[src/hdl/imutcf_pkg.sv]
`timescale 1ns / 1ps
`default_nettype none
// ----------------------------------------------------------------------------
// imutcf_pkg: shared types and constants of the tilt complementary filter
// Angle constants, CORDIC arctangent table, front-to-back queue entry type.
// ----------------------------------------------------------------------------
package imutcf_pkg;

    localparam int unsigned TabLen = 24;
    localparam logic signed [31:0] Deg90  = 32'sd5898240;
    localparam logic signed [31:0] Deg180 = 32'sd11796480;
    localparam logic signed [31:0] Deg360 = 32'sd23592960;

    // Register indexes of the configuration port
    localparam logic [1:0] RegBlend   = 2'd0;
    localparam logic [1:0] RegGain    = 2'd1;
    localparam logic [1:0] RegGravity = 2'd2;

    // Item passed from the front end to the back end
    typedef struct packed {
        logic               cal;
        logic signed [15:0] c0;
        logic signed [15:0] c1;
        logic signed [15:0] c2;
        logic signed [15:0] c3;
        logic signed [15:0] c4;
        logic signed [15:0] c5;
    } t_work;

    typedef enum logic [2:0] {
        S_IDLE,
        S_SQRT,
        S_PREP,
        S_CORD,
        S_BLEND,
        S_MUL,
        S_DONE
    } t_bstate;

    // atan(2^-i) in degrees, Q16.16
    function automatic logic signed [31:0] atan_tab(input logic [4:0] idx);
        logic signed [31:0] v;
        unique case (idx)
            5'd0:  v = 32'sd2949120;
            5'd1:  v = 32'sd1740967;
            5'd2:  v = 32'sd919879;
            5'd3:  v = 32'sd466945;
            5'd4:  v = 32'sd234379;
            5'd5:  v = 32'sd117304;
            5'd6:  v = 32'sd58666;
            5'd7:  v = 32'sd29335;
            5'd8:  v = 32'sd14668;
            5'd9:  v = 32'sd7334;
            5'd10: v = 32'sd3667;
            5'd11: v = 32'sd1833;
            5'd12: v = 32'sd917;
            5'd13: v = 32'sd458;
            5'd14: v = 32'sd229;
            5'd15: v = 32'sd115;
            5'd16: v = 32'sd57;
            5'd17: v = 32'sd29;
            5'd18: v = 32'sd14;
            5'd19: v = 32'sd7;
            5'd20: v = 32'sd4;
            5'd21: v = 32'sd2;
            5'd22: v = 32'sd1;
            default: v = 32'sd0;
        endcase
        return v;
    endfunction

endpackage
`default_nettype wire

[src/hdl/imutcf_fifo.sv]
`timescale 1ns / 1ps
`default_nettype none
// ----------------------------------------------------------------------------
// imutcf_fifo: two-entry queue between front and back end
// Lets either side stall without holding the other.
// ----------------------------------------------------------------------------
module imutcf_fifo (
    input  wire               i_clk,
    input  wire               i_rst_n,
    input  wire               i_valid,
    output logic              o_ready,
    input  imutcf_pkg::t_work i_work,
    output logic              o_valid,
    input  wire               i_ready,
    output imutcf_pkg::t_work o_work
);
    imutcf_pkg::t_work r_mem [2];
    logic              r_wp, r_rp;
    logic [1:0]        r_cnt;
    logic              w_wr, w_rd;

    assign o_ready = r_cnt != 2'd2;
    assign o_valid = r_cnt != 2'd0;
    assign w_wr    = i_valid && o_ready;
    assign w_rd    = o_valid && i_ready;
    assign o_work  = r_mem[r_rp];

    // Write entry
    always_ff @(posedge i_clk) begin
        if (w_wr) r_mem[r_wp] <= i_work;
    end

    // Advance pointers
    always_ff @(posedge i_clk) begin
        if (!i_rst_n) begin
            r_wp <= 1'b0; r_rp <= 1'b0; r_cnt <= '0;
        end else begin
            if (w_wr) r_wp <= !r_wp;
            if (w_rd) r_rp <= !r_rp;
            r_cnt <= r_cnt + 2'(w_wr) - 2'(w_rd);
        end
    end

    assert property (@(posedge i_clk) disable iff (!i_rst_n) r_cnt != 2'd3)
        else $error("queue count out of range");
    assert property (@(posedge i_clk) disable iff (!i_rst_n)
        (r_cnt == 2'd0) |-> (r_wp == r_rp))
        else $error("empty queue with unequal pointers");
    assert property (@(posedge i_clk) disable iff (!i_rst_n)
        (r_cnt == 2'd2) |-> (r_wp == r_rp))
        else $error("full queue with unequal pointers");

endmodule
`default_nettype wire

[config.mk]
export PLATFORM = sky130hd
export DESIGN_NAME = imutcf_fifo
export DESIGN_NICKNAME = d
export VERILOG_FILES = /design/src/hdl/imutcf_pkg.sv /design/src/hdl/imutcf_fifo.sv
export SDC_FILE = /design/constraint.sdc
export NUM_CORES = 1
export LEC_CHECK = 0
export BUFFER_PORTS_ARGS = -buffer_cell sky130_fd_sc_hd__clkbuf_2
export CAP_MARGIN = 25
export CORE_ASPECT_RATIO = 0.9
export CORE_MARGIN = 4
export CORE_UTILIZATION = 30
export DETAILED_ROUTE_END_ITERATION = 10
export GPL_TIMING_DRIVEN = 1
export PLACE_DENSITY = 0.5
export REMOVE_ABC_BUFFERS = 1
export SLEW_MARGIN = 30
export SYNTH_ARGS = -nofsm -noshare
export SYNTH_HDL_FRONTEND = slang
export SYNTH_SLANG_ARGS = --single-unit
[constraint.sdc]
create_clock -name i_clk -period 3.8 [get_ports i_clk]
set_input_delay 0 -clock i_clk [delete_from_list [all_inputs] [get_ports i_clk]]
set_output_delay 0 -clock i_clk [all_outputs]
set_load 0.1 [all_outputs]
==> impl_metrics.py <==
metrics = {
    "timing": {
        "rsz0062_at_grt": "no",
        "fmax_mhz": 394.2,
        "worstMarginPinSlew_ns": 0.7424,
        "skew_ns": 0.008346,
        "drv_slew": 0,
        "post-route-period-util_pct": 66.75,
        "finalHoldViolCount": 0,
        "setup_viol": 0,
        "slew_headroom_pct": 50.51,
        "fin_crit_ns": 2.537,
    },
    "global_route": {
        "grt_pass1_wl_mm": 24.03,
        "antenna_found_initial": 0,
        "grt_use_total_pct": 11.26,
        "grt.busiest_layer": "met2",
        "grt_use_met2_pct": 19.28,
        "use_met3_pct": 3.647,
        "grt-ovfl-total": 0,
        "grt_max_degree": 53,
        "grt_pass1_vias": 4584,
        "grt_use_met1_pct": 13.63,
    },
    "die": {
        "start_util_pct": 30.43,
        "ioPinCount": 200,
        "die_w_um": 173.3,
        "chipHeight_um": 156.8,
        "rows": 54,
        "dieArea_um2": 27180,
        "coreArea_um2": 24260,
    },
    "logic_synthesis": {
        "syn-cell-area_um2": 7381,
        "synth-async-reset-ratio_pct": 0,
        "synth_cell_types": 25,
        "yosys.area.top_type_share_pct": 78.93,
        "ys_seq_elements": 199,
        "syn_area_per_cell_um2": 22.23,
        "synth-warning-count": 0,
        "syn-instance-count": 332,
        "synth_flop_cell": "edfxtp_1",
        "yosysMostFrequentCell": "edfxtp_1",
        "synth_edf_count": 194,
        "synth.largest_area_cell": "edfxtp_1",
        "ys_top_cells_by_count": "edfxtp_1, mux2_2, mux2_4, buf_2",
        "ys_seq_area_share_pct": 80.28,
        "synth_area_leaders": "edfxtp_1, mux2_2, mux2_4",
    },
    "clock_network": {
        "clk_latency_ns": 0.42,
        "cts-buffers-inserted": 17,
        "clock_path_buffers": 2,
        "cts_max_level": 4,
        "tritoncts": "yes",
        "clockRootBuffer": "clkbuf_16",
        "path_clk_slew_ns": 0.07,
        "cts.sinks": 199,
        "cts_setup_buffers": 0,
    },
    "status": {
        "run_status": "complete, no violations",
    },
    "routing": {
        "routedWlPerCell_um": 15.77,
        "route.detailed.drc": 0,
        "ant_nets": 0,
        "postRouteWirelength_mm": 15.20,
        "drtIter0Drc": 220,
        "vias": 4110,
        "drt_pre_antenna_iters": 4,
        "routed_via_density": 4.263,
    },
    "final_layout": {
        "drive_gt1_share_pct": 51.22,
        "final_nets": 745,
        "area_growth_syn_to_layout_pct": 39.75,
        "postLayoutCellArea_um2": 10310,
        "register_area_um2": 5929,
        "multi_input_area_um2": 1366,
        "fillCellCount": 2180,
        "n_antenna_cell": 0,
    },
    "placement": {
        "placed_cell_area_um2": 8742,
        "port_buffers": 199,
        "place_congestion": 0.6940,
        "hpwlAfterDp_mm": 9.750,
    },
    "critical_path": {
        "crit_arrival_ns": 2.54,
        "critPathKind": "flip-flop to primary output",
        "crit_path_start_kind": "flip-flop",
        "cp.required_ns": 3.80,
        "reg2reg_slack_ns": 1.71,
        "reg2reg_to": "r_mem[0][55]$_DFFE_PP_",
        "cp-end-kind": "primary output",
        "r2r_start": "r_cnt[0]$_SDFF_PN0_",
        "cp_max_fo": 42,
        "rr_worst_depth": 4,
    },
    "power_and_ir_drop": {
        "powerDensity_nw_per_um2": 728.1,
        "total_power_mw": 7.511,
        "peakVddDrop_mv": 0.4072,
        "p_leak_nw": 3.936,
    },
    "hold_path": {
        "worstHoldStart": "i_work[87]",
        "hold_depth": 2,
        "hold_path_class": "primary input to flip-flop",
        "worst_hold_path.endpoint": "r_mem[0][87]$_DFFE_PP_",
    },
    "job": {
        "cap_violations": 0,
    },
}
-- kinds of logic after synthesis --
logic type | count (synthesis) | synth area share [%]
AOI/OAI and AO/OA | 6 | 0.5933
xor gates and xnor gates | 1 | 0.1187
adders and majority gates | 1 | 0.1695
buffers and inverters | 13 | 1.271
DFF | 199 | 80.28
muxes | 97 | 16.32
and+or+nand+nor | 15 | 1.238
-- how the worst max path moves through the flow --
stage	slack, ns	to	from
3_5_place_dp	1.64	o_work[14]	flip-flop
3_3_place_gp	1.66	o_work[14]	flip-flop
2_1_floorplan	-0.33	r_mem[1][0]$_DFFE_PP_	r_cnt[0]$_SDFF_PN0_
6_report	1.26	o_work[8]	flip-flop
4_1_cts	1.18	o_work[14]	flip-flop
5_1_grt	1.12	o_work[8]	flip-flop
-- registers in the layout, summed over array words and instances (netlist names), named ones only --
| name | flops |
|---|---|
| r_mem | 194 |
| r_cnt | 2 |
| r_rp | 1 |
| r_wp | 1 |
-- cell usage in the layout, fill, tap and decap left out, types with 2 or more instances in the layout --
cell,instances
buf_12,2
clkbuf_16,17
inv_8,4
clkbuf_2,199
buf_4,2
dfxtp_1,4
mux2_4,30
nor2_1,4
dlygate4sd3_1,100
o21ai_0,2
clkinv_4,5
edfxtp_1,194
mux2_2,67
clkinv_1,2
-- through the flow --
stage | TNS, ns | setup WS, ns | instances | utilization, % | hold WS, ns
after global routing | 0 | 1.121 | 964 | 42.53 | 0.2901
after detailed placement | 0 | 1.638 | 832 | 36.04 | 0.1948
final | 0 | 1.263 | 964 | 42.53 | 0.3050
after floorplan | -31.69 | -0.3267 | 321 | - | 0.09887
after global placement | 0 | 1.664 | 832 | 36.04 | 0.1890
after CTS | 0 | 1.176 | 964 | 42.53 | 0.2780
-- power breakdown --
part	leakage (nW)	switching (mW)	total [mW]	internal, mW
logic	1.80	2.37	2.99	0.624
clock network	0.277	0.823	1.75	0.926
registers	1.86	0.108	2.77	2.66
-- layout make-up --
type	instances	share of cell area, %
Clock inverter	14	1.383
Tap cell	308	3.736
Timing Repair Buffer	303	19.89
Sequential cell	199	57.48
Multi-Input combinational cell	120	13.25
Inverter	2	0.09704
Clock buffer	18	4.161
-- per-layer routing --
metal	vias up	share of wire, %
li1	1938	-
met1	2036	44
met2	124	49
met3	12	5.7
met4	0	1.3
met5	-	0
-- critical path, cell delays in order, from the launching register on --
cell      delay [ns]
dfxtp_4         0.79
buf_4           0.52
mux2_2          0.43
clkbuf_2        0.38
-- repair_timing --
| item | 4_1_cts | 5_1_grt |
|---|---|---|
| hold endpoints to repair | 199 | 0 |
| hold buffers | 100 | 0 |
| resized for setup | 0 | 0 |
| endpoints found under the setup margin | 0 | 0 |
No activity file was read; power rests on OpenSTA's default activity.
